File: config.mk
export PLATFORM = sky130hd
export DESIGN_NAME = strict_base64_decoder
export DESIGN_NICKNAME = d
export VERILOG_FILES = /design/src/rtl/core/sb64_pkg.sv /design/src/rtl/core/sb64_step.sv /design/src/rtl/core/sb64_serializer.sv /design/src/rtl/core/strict_base64_decoder.sv
export SDC_FILE = /design/constraint.sdc
export NUM_CORES = 1
export LEC_CHECK = 0
export ABC_CLOCK_PERIOD_IN_PS = 5200
export BUFFER_PORTS_ARGS = -buffer_cell sky130_fd_sc_hd__buf_2
export CAP_MARGIN = 20
export CORE_UTILIZATION = 40
export CTS_CLUSTER_SIZE = 10
export DETAILED_ROUTE_END_ITERATION = 6
export PLACE_DENSITY_LB_ADDON = 0.3
export SYNTH_ARGS = -nofsm -noshare
export SYNTH_HDL_FRONTEND = slang
export SYNTH_HIERARCHICAL = 1
export SYNTH_SLANG_ARGS = --single-unit
export TNS_END_PERCENT = 100
File: constraint.sdc
create_clock -name clock -period 5.2 [get_ports clock]
set_input_delay 0.26 -clock clock [delete_from_list [all_inputs] [get_ports clock]]
set_output_delay 0.26 -clock clock [all_outputs]
set_load 0.02 [all_outputs]
File: src/rtl/core/sb64_pkg.sv
// ----------------------------------------------------------------------------
// sb64_pkg
// Shared types, constants and the character lookup for the strict base64
// decoder.
// ----------------------------------------------------------------------------
`timescale 1ns / 1ps

package sb64_pkg;

   localparam int COUNT_WIDTH_DEF = 32;
   localparam int MAX_BYTES_WIDTH = 32;
   localparam logic [MAX_BYTES_WIDTH-1:0] MAX_BYTES_RESET = '1;

   localparam logic [7:0] PAD_CHAR = 8'h3D;  // '='

   typedef enum logic [1:0] {
      ST_OK        = 2'd0,
      ST_MALFORMED = 2'd1,
      ST_CAPACITY  = 2'd2
   } status_type;

   // Everything that one input item produces: up to three bytes and an
   // optional closing status.
   typedef struct packed {
      logic [23:0] bytes;
      logic [1:0]  nbytes;
      logic        has_status;
      status_type  status;
   } bundle_type;

   // Returns {valid, sextet}.
   function automatic logic [6:0] sextet_of(input logic [7:0] c);
      logic [6:0] r;
      r = 7'd0;
      if (c >= 8'h41 && c <= 8'h5A) begin
         r = {1'b1, 6'(c - 8'h41)};
      end else if (c >= 8'h61 && c <= 8'h7A) begin
         r = {1'b1, 6'(c - 8'h61 + 8'd26)};
      end else if (c >= 8'h30 && c <= 8'h39) begin
         r = {1'b1, 6'(c - 8'h30 + 8'd52)};
      end else if (c == 8'h2B) begin
         r = {1'b1, 6'd62};
      end else if (c == 8'h2F) begin
         r = {1'b1, 6'd63};
      end
      return r;
   endfunction

endpackage

File: src/rtl/core/sb64_step.sv
// ----------------------------------------------------------------------------
// sb64_step
// Input register, stream state and the per-character decode. Produces the
// result bundle of one item in the cycle the item leaves the input register.
// ----------------------------------------------------------------------------
`timescale 1ns / 1ps

module sb64_step #(
   parameter int COUNT_WIDTH = sb64_pkg::COUNT_WIDTH_DEF
) (
   input  logic                                  clock,
   input  logic                                  reset,
   input  logic                                  csr_wr_en,
   input  logic [sb64_pkg::MAX_BYTES_WIDTH-1:0]  csr_wr_data,
   input  logic                                  req_valid,
   output logic                                  req_stall,
   input  logic [7:0]                            req_char_code,
   input  logic                                  req_is_last,
   input  logic                                  req_is_empty,
   input  logic                                  ser_free,
   output logic                                  bnd_load,
   output sb64_pkg::bundle_type                  bnd
);
   import sb64_pkg::*;

   localparam int BW    = COUNT_WIDTH + 2;
   localparam int CMP_W = (BW > MAX_BYTES_WIDTH) ? BW : MAX_BYTES_WIDTH;

   logic                       in_valid_ff, in_valid_in;
   logic [7:0]                 in_char_ff;
   logic                       in_last_ff;
   logic                       in_empty_ff;

   logic [MAX_BYTES_WIDTH-1:0] max_bytes_ff;
   logic [23:0]                group_bits_ff, group_bits_in;
   logic [1:0]                 group_pos_ff, group_pos_in;
   logic [2:0]                 pad_count_ff, pad_count_in;
   logic                       padded_seen_ff, padded_seen_in;
   logic                       malformed_ff, malformed_in;
   logic                       capacity_ff, capacity_in;
   logic [BW-1:0]              budget_ff, budget_in;

   logic                       step_go;
   logic                       has_result;
   logic                       req_take;
   bundle_type                 bnd_c;

   always_comb begin
      logic [6:0]    sx;
      logic [5:0]    v;
      logic [BW:0]   sum;
      logic          none_seen;

      group_bits_in  = group_bits_ff;
      group_pos_in   = group_pos_ff;
      pad_count_in   = pad_count_ff;
      padded_seen_in = padded_seen_ff;
      malformed_in   = malformed_ff;
      capacity_in    = capacity_ff;
      budget_in      = budget_ff;
      bnd_c          = '0;
      bnd_c.status   = ST_OK;
      sx             = sextet_of(in_char_ff);
      v              = 6'd0;
      sum            = {1'b0, budget_ff} + (BW+1)'(3);
      none_seen      = 1'b0;

      if (!in_empty_ff) begin
         if (group_pos_ff == 2'd0 && padded_seen_ff) begin
            malformed_in = 1'b1;
         end
         if (in_char_ff == PAD_CHAR) begin
            if (pad_count_ff != 3'd7) begin
               pad_count_in = pad_count_ff + 3'd1;
            end
         end else if (pad_count_ff != 3'd0 || !sx[6]) begin
            malformed_in = 1'b1;
         end else begin
            v = sx[5:0];
         end
         group_bits_in = {group_bits_ff[17:0], v};

         if (group_pos_ff == 2'd3) begin
            if (pad_count_in > 3'd2) begin
               malformed_in = 1'b1;
            end
            if (pad_count_in != 3'd0) begin
               padded_seen_in = 1'b1;
            end
            // Saturate at all ones when the add carries out.
            budget_in = sum[BW] ? '1 : sum[BW-1:0];
            if (CMP_W'(budget_in) > CMP_W'(max_bytes_ff)) begin
               capacity_in = 1'b1;
            end
            bnd_c.bytes = group_bits_in;
            if (!malformed_in && !capacity_in) begin
               case (pad_count_in)
                  3'd0:    bnd_c.nbytes = 2'd3;
                  3'd1:    bnd_c.nbytes = 2'd2;
                  default: bnd_c.nbytes = 2'd1;
               endcase
            end
            group_pos_in  = 2'd0;
            group_bits_in = 24'd0;
            pad_count_in  = 3'd0;
         end else begin
            group_pos_in = group_pos_ff + 2'd1;
         end
      end

      if (in_last_ff) begin
         none_seen        = (group_pos_in == 2'd0) && (budget_in == '0);
         bnd_c.has_status = 1'b1;
         if (capacity_in || none_seen || group_pos_in != 2'd0) begin
            bnd_c.status = ST_CAPACITY;
         end else if (malformed_in) begin
            bnd_c.status = ST_MALFORMED;
         end else begin
            bnd_c.status = ST_OK;
         end
         group_bits_in  = 24'd0;
         group_pos_in   = 2'd0;
         pad_count_in   = 3'd0;
         padded_seen_in = 1'b0;
         malformed_in   = 1'b0;
         capacity_in    = 1'b0;
         budget_in      = '0;
      end
   end

   assign has_result = bnd_c.has_status || (bnd_c.nbytes != 2'd0);
   // An item without results never waits for the serializer.
   assign step_go    = in_valid_ff && (ser_free || !has_result);
   assign req_stall  = in_valid_ff && !step_go;
   assign req_take   = req_valid && !req_stall;
   assign bnd_load   = step_go && has_result;
   assign bnd        = bnd_c;

   always_comb begin
      in_valid_in = in_valid_ff;
      if (req_take) begin
         in_valid_in = 1'b1;
      end else if (step_go) begin
         in_valid_in = 1'b0;
      end
   end

   always_ff @(posedge clock) begin
      if (req_take) begin
         in_char_ff  <= req_char_code;
         in_last_ff  <= req_is_last;
         in_empty_ff <= req_is_empty;
      end
   end

   always_ff @(posedge clock) begin
      if (reset) begin
         in_valid_ff    <= 1'b0;
         max_bytes_ff   <= MAX_BYTES_RESET;
         group_bits_ff  <= 24'd0;
         group_pos_ff   <= 2'd0;
         pad_count_ff   <= 3'd0;
         padded_seen_ff <= 1'b0;
         malformed_ff   <= 1'b0;
         capacity_ff    <= 1'b0;
         budget_ff      <= '0;
      end else begin
         in_valid_ff <= in_valid_in;
         if (csr_wr_en) begin
            max_bytes_ff <= csr_wr_data;
         end
         if (step_go) begin
            group_bits_ff  <= group_bits_in;
            group_pos_ff   <= group_pos_in;
            pad_count_ff   <= pad_count_in;
            padded_seen_ff <= padded_seen_in;
            malformed_ff   <= malformed_in;
            capacity_ff    <= capacity_in;
            budget_ff      <= budget_in;
         end
      end
   end

endmodule

File: src/rtl/core/sb64_serializer.sv
// ----------------------------------------------------------------------------
// sb64_serializer
// Holds the result bundle of one item and hands its bytes and closing status
// to the result channel, one transfer per cycle unless the receiver stalls.
// ----------------------------------------------------------------------------
`timescale 1ns / 1ps

module sb64_serializer (
   input  logic                 clock,
   input  logic                 reset,
   input  logic                 bnd_load,
   input  sb64_pkg::bundle_type bnd,
   output logic                 ser_free,
   output logic                 rsp_valid,
   input  logic                 rsp_stall,
   output logic [7:0]           rsp_data_byte,
   output logic                 rsp_final_res,
   output logic [1:0]           rsp_status
);
   import sb64_pkg::*;

   logic        valid_ff, valid_in;
   logic [1:0]  pos_ff, pos_in;
   logic [1:0]  last_idx_ff;
   logic [1:0]  nbytes_ff;
   logic [23:0] bytes_ff;
   status_type  status_ff;

   logic        xfer;
   logic        at_last;
   logic        is_status;

   assign xfer      = valid_ff && !rsp_stall;
   assign at_last   = (pos_ff == last_idx_ff);
   assign ser_free  = !valid_ff || (xfer && at_last);
   assign is_status = (pos_ff >= nbytes_ff);

   assign rsp_valid     = valid_ff;
   assign rsp_final_res = is_status;
   assign rsp_status    = is_status ? status_ff : ST_OK;

   always_comb begin
      case (pos_ff)
         2'd0:    rsp_data_byte = bytes_ff[23:16];
         2'd1:    rsp_data_byte = bytes_ff[15:8];
         2'd2:    rsp_data_byte = bytes_ff[7:0];
         default: rsp_data_byte = 8'd0;
      endcase
      if (is_status) begin
         rsp_data_byte = 8'd0;
      end
   end

   always_comb begin
      valid_in = valid_ff;
      pos_in   = pos_ff;
      if (bnd_load) begin
         valid_in = 1'b1;
         pos_in   = 2'd0;
      end else if (xfer) begin
         valid_in = !at_last;
         pos_in   = pos_ff + 2'd1;
      end
   end

   always_ff @(posedge clock) begin
      if (bnd_load) begin
         bytes_ff    <= bnd.bytes;
         nbytes_ff   <= bnd.nbytes;
         status_ff   <= bnd.status;
         // Number of results minus one; a bundle is never loaded empty.
         last_idx_ff <= bnd.nbytes + {1'b0, bnd.has_status} - 2'd1;
      end
   end

   always_ff @(posedge clock) begin
      if (reset) begin
         valid_ff <= 1'b0;
         pos_ff   <= 2'd0;
      end else begin
         valid_ff <= valid_in;
         pos_ff   <= pos_in;
      end
   end

   a_load_when_free: assert property (@(posedge clock) disable iff (reset)
      bnd_load |-> ser_free)
      else $error("bundle loaded while the previous one is still draining");

   a_status_is_last: assert property (@(posedge clock) disable iff (reset)
      (rsp_valid && rsp_final_res) |-> at_last)
      else $error("closing status is not the last result of its bundle");

   a_more_follows: assert property (@(posedge clock) disable iff (reset)
      (xfer && !at_last) |=> (rsp_valid && pos_ff == $past(pos_ff) + 2'd1))
      else $error("bundle stopped before its last result");

endmodule

File: src/rtl/core/strict_base64_decoder.sv
// ----------------------------------------------------------------------------
// strict_base64_decoder
// Strict base64 decoder: one encoded character per transfer in, decoded bytes
// and a closing status out. An item enters an input register and is decoded
// in the cycle it leaves it, so a new character can be taken every cycle
// unless an item with results is held there. Items that produce no result
// (the first three characters of a group, or an empty item that is not last)
// pass through even while results are still waiting on the output. A complete
// group and a closing item produce up to four results, which leave one
// transfer per cycle from the result register while the receiver does not
// stall. An item with results waits in the input register until the last
// result of the previous one is taken.
// Status 2 (capacity) wins over status 1 (malformed); once either is set in a
// string, no further bytes come out. Write max_bytes only while idle.
// ----------------------------------------------------------------------------
`timescale 1ns / 1ps

module strict_base64_decoder #(
   parameter int COUNT_WIDTH = sb64_pkg::COUNT_WIDTH_DEF
) (
   input  logic                                  clock,
   input  logic                                  reset,
   input  logic                                  csr_wr_en,
   input  logic [sb64_pkg::MAX_BYTES_WIDTH-1:0]  csr_wr_data,
   input  logic                                  req_valid,
   output logic                                  req_stall,
   input  logic [7:0]                            req_char_code,
   input  logic                                  req_is_last,
   input  logic                                  req_is_empty,
   output logic                                  rsp_valid,
   input  logic                                  rsp_stall,
   output logic [7:0]                            rsp_data_byte,
   output logic                                  rsp_final_res,
   output logic [1:0]                            rsp_status
);
   import sb64_pkg::*;

   logic       ser_free;
   logic       bnd_load;
   bundle_type bnd;

   sb64_step #(
      .COUNT_WIDTH (COUNT_WIDTH)
   ) u_step (
      .clock         (clock),
      .reset         (reset),
      .csr_wr_en     (csr_wr_en),
      .csr_wr_data   (csr_wr_data),
      .req_valid     (req_valid),
      .req_stall     (req_stall),
      .req_char_code (req_char_code),
      .req_is_last   (req_is_last),
      .req_is_empty  (req_is_empty),
      .ser_free      (ser_free),
      .bnd_load      (bnd_load),
      .bnd           (bnd)
   );

   sb64_serializer u_ser (
      .clock         (clock),
      .reset         (reset),
      .bnd_load      (bnd_load),
      .bnd           (bnd),
      .ser_free      (ser_free),
      .rsp_valid     (rsp_valid),
      .rsp_stall     (rsp_stall),
      .rsp_data_byte (rsp_data_byte),
      .rsp_final_res (rsp_final_res),
      .rsp_status    (rsp_status)
   );

endmodule

==> out/metrics.cfg <==
[global_routing]
gr-total-overflow = 0
grt_pass1_wl_mm = 38.02
grt_pass1_vias = 7111
grt_max_degree = 64
antenna_found_initial = 0
grtUsageTotal_pct = 21.79

[placement]
dpl.hpwl_mm = 16.50
gp_congestion = 0.9574
dpl_worst_slack_ns = 0.1865
io_buffer_count = 59
dp.cells = 1302

[critical_path]
cp-end-kind = primary output
start_kind = register
cp_common_cell = buf_4
arrival_ns = 4.74
crit_chain = and4_2 > nand3_4 > buf_4 > or4_1 > xor2_1 > nand2_1 > ha_1 > nand4_1 > nor4_1 > nand2_1 > o211a_1 > a211oi_4 > buf_4 > a31oi_1 > nor3b_2 > buf_4
cp_max_fo = 11
cp_slowest_cell = or4_1
slowest_delay_ns = 0.59
criticalPathCategory = register to primary output
crit_required_ns = 4.94

[cts]
clockBufferDepth = 2
insertion_delay_ns = 0.43
cts_buffers = 17
path_clk_slew_ns = 0.07
cts_sinks = 136
h-tree-depth = 4
cts_tree = built
cts_root_buffer = clkbuf_16

[logic_synthesis]
syn_nets = 1111
netlist_instances = 1011
synth_top_area_share_pct = 22.41
synth_area_leader_cell = dfxtp_1
syn_area_sq_um = 8577
synth_edf_count = 40
synthFlopType = dfxtp_1
synth.area.top_cells = dfxtp_1, edfxtp_1, ha_1
syn_avg_cell_area_sq_um = 8.484
ys_warn_count = 6
yosysSeqAreaShare_pct = 36.41
async_reset_ff_share_pct = 0
ys_ff_latch = 136
yosysUniqueCellTypes = 79

[power]
ir_worst_vdd_mv = 0.2244
power_density_nw_per_um2 = 261.2
leakage_nw = 4.082

[route]
drc = 0
via_per_inst = 5.799
vias = 7806
wl_mm = 23.36
detail-route-antenna-nets = 0
first_pass_iters = 5
wl_per_cell_microns = 17.36
drt_iter0_drc = 912

[job]
maxCapViolations = 0

[hold_path]
holdCritPathClass = primary input to register

[floorplanning]
core_area_sq_um = 21020
rows = 53
die_h_microns = 148.4
fp.dieArea_sq_um = 22030
initial_core_util_pct = 40.80
io_pins = 60
die_x_microns = 148.4

[cells_and_area]
drive_gt1_share_pct = 15.50
fillers = 2001
layout.nets = 1158
register_area_sq_um = 3128
n_antenna_cell = 0
area_growth_pct = 16.19
multi_input_area_sq_um = 4967
fin_cells = 1346

[timing]
post-route-period-util_pct = 96.17
fin_skew_ns = 0.01027
slew_headroom_pct = 29.42
tightest_slew_ns = 1.055
finalSetupTns_ns = 0
hold_viol_final = 0
min_period_ns = 5.001
max_freq_mhz = 200.0
fin_ws_ns = 0.1989
setup_violations = 0
maxSlewViolCount = 0

[outcome]
outcome = finished clean

kinds of logic after synthesis:
| kind of cell | synth area share (%) |
|---|---|
| compound gates | 21.20 |
| xor+xnor | 3.662 |
| fa+ha+maj | 7.732 |
| buf+inv | 6.491 |
| flops | 36.41 |
| mux | 1.634 |
| simple gates | 22.87 |
critical path: cells and delay by family, from the launching register on:
kind                       cells  cell delay (ns)
AOI/OAI and AO/OA              3             0.62
xor gates and xnor gates       1             0.25
adders and majority gates      1             0.33
buffers and inverters          3             0.62
DFF                            1             0.51
and+or+nand+nor                8             1.98
area by class of cell:
cell class | instances | share of cell area [%]
sequential | 136 | 31.39
clock inverter | 15 | 1.996
multi-input combinational | 736 | 49.84
clock buffer | 17 | 4.269
timing repair buffer | 102 | 6.604
tap | 275 | 3.453
inverter | 65 | 2.448
metrics by stage:
stage / util [%] / cell area [sq um] / total power [mW] / hold WS [ns]
final: 47.41 / 9966 / 2.603 / 0.03937
after floorplan: - / 8579 / 1.280 / 0.3291
after global placement: 43.57 / 9159 / 1.338 / 0.4378
after global routing: 47.41 / 9966 / 2.696 / 0.02907
after detailed placement: 43.57 / 9159 / 1.340 / 0.4395
after CTS: 47.09 / 9898 / 2.625 / 0.02608
path summary, 6_finish.rpt:
check                         from                       to  slack [ns]  cells after the start
min                 csr_wr_data[7]   u_step/max_bytes_ff[7]        0.04                      3
max           u_step/budget_ff[18]                req_stall        0.20                     16
max reg2reg   u_step/budget_ff[10]  u_step/group_bits_ff[2]        0.48                     15
min reg2reg  u_step/padded_seen_ff    u_step/padded_seen_ff        0.46                      2
routing by layer:
layer,track usage (%),share of wire [%]
met2,31.54,43
met1,31.67,47
met4,8.402,2.5
met3,4.110,6.9
met5,0,0
report_power, final:
group	leakage [nW]	internal, mW	switching [mW]	total, mW
Clock	0.300	0.736	0.543	1.28
Combinational	2.60	0.0710	0.119	0.190
Sequential	1.19	1.12	0.0175	1.13
sequential cells by signal (all words and copies together) (netlist names):
| name | flops |
|---|---|
| u_step/budget_ff | 34 |
| u_step/max_bytes_ff | 32 |
| u_ser/bytes_ff | 24 |
| u_step/group_bits_ff | 18 |
| u_step/in_char_ff | 8 |
| u_step/pad_count_ff | 3 |
| u_ser/last_idx_ff | 2 |
| u_ser/nbytes_ff | 2 |
| u_ser/pos_ff | 2 |
| u_ser/status_ff | 2 |
| u_step/group_pos_ff | 2 |
| u_ser/rsp_valid | 1 |
| u_step/capacity_ff | 1 |
| u_step/in_empty_ff | 1 |
| u_step/in_last_ff | 1 |
| u_step/in_valid_ff | 1 |
| u_step/malformed_ff | 1 |
| u_step/padded_seen_ff | 1 |
repair_timing:
item | in CTS | in global routing
hold buffers | 10 | 0
gates resized for setup | 3 | 16
hold endpoints to repair | 10 | 0
setup endpoints to repair | 1 | 2
pin swaps | 0 | 5
buffers inserted | 0 | 1
cells in the final DEF, fill, tap and decap left out, types with 17 or more instances in the layout:
cell type,synthesis,final
clkbuf_16,0,17
and2_1,21,21
nand2_1,111,110
a21oi_1,69,69
nor2_1,58,57
a311oi_1,20,20
xnor2_1,22,22
nand4_1,40,40
o21ai_0,44,44
edfxtp_1,40,40
a31oi_1,18,18
buf_4,2,33
ha_1,53,53
inv_1,64,64
dfxtp_1,96,92
nor3_1,33,32
buf_2,19,58
nand3_1,25,25
o211ai_1,39,39
cell usage after synthesis, types with 18 or more instances:
cell and instances:
nand2_1 111, dfxtp_1 96, a21oi_1 69, inv_1 64
nor2_1 58, ha_1 53, clkbuf_1 45, o21ai_0 44
edfxtp_1 40, nand4_1 40, o211ai_1 39, nor3_1 33
nand3_1 25, xnor2_1 22, and2_1 21, a311oi_1 20
buf_2 19, a31oi_1 18, nor4_1 18
No activity file was read; power rests on OpenSTA's default activity.
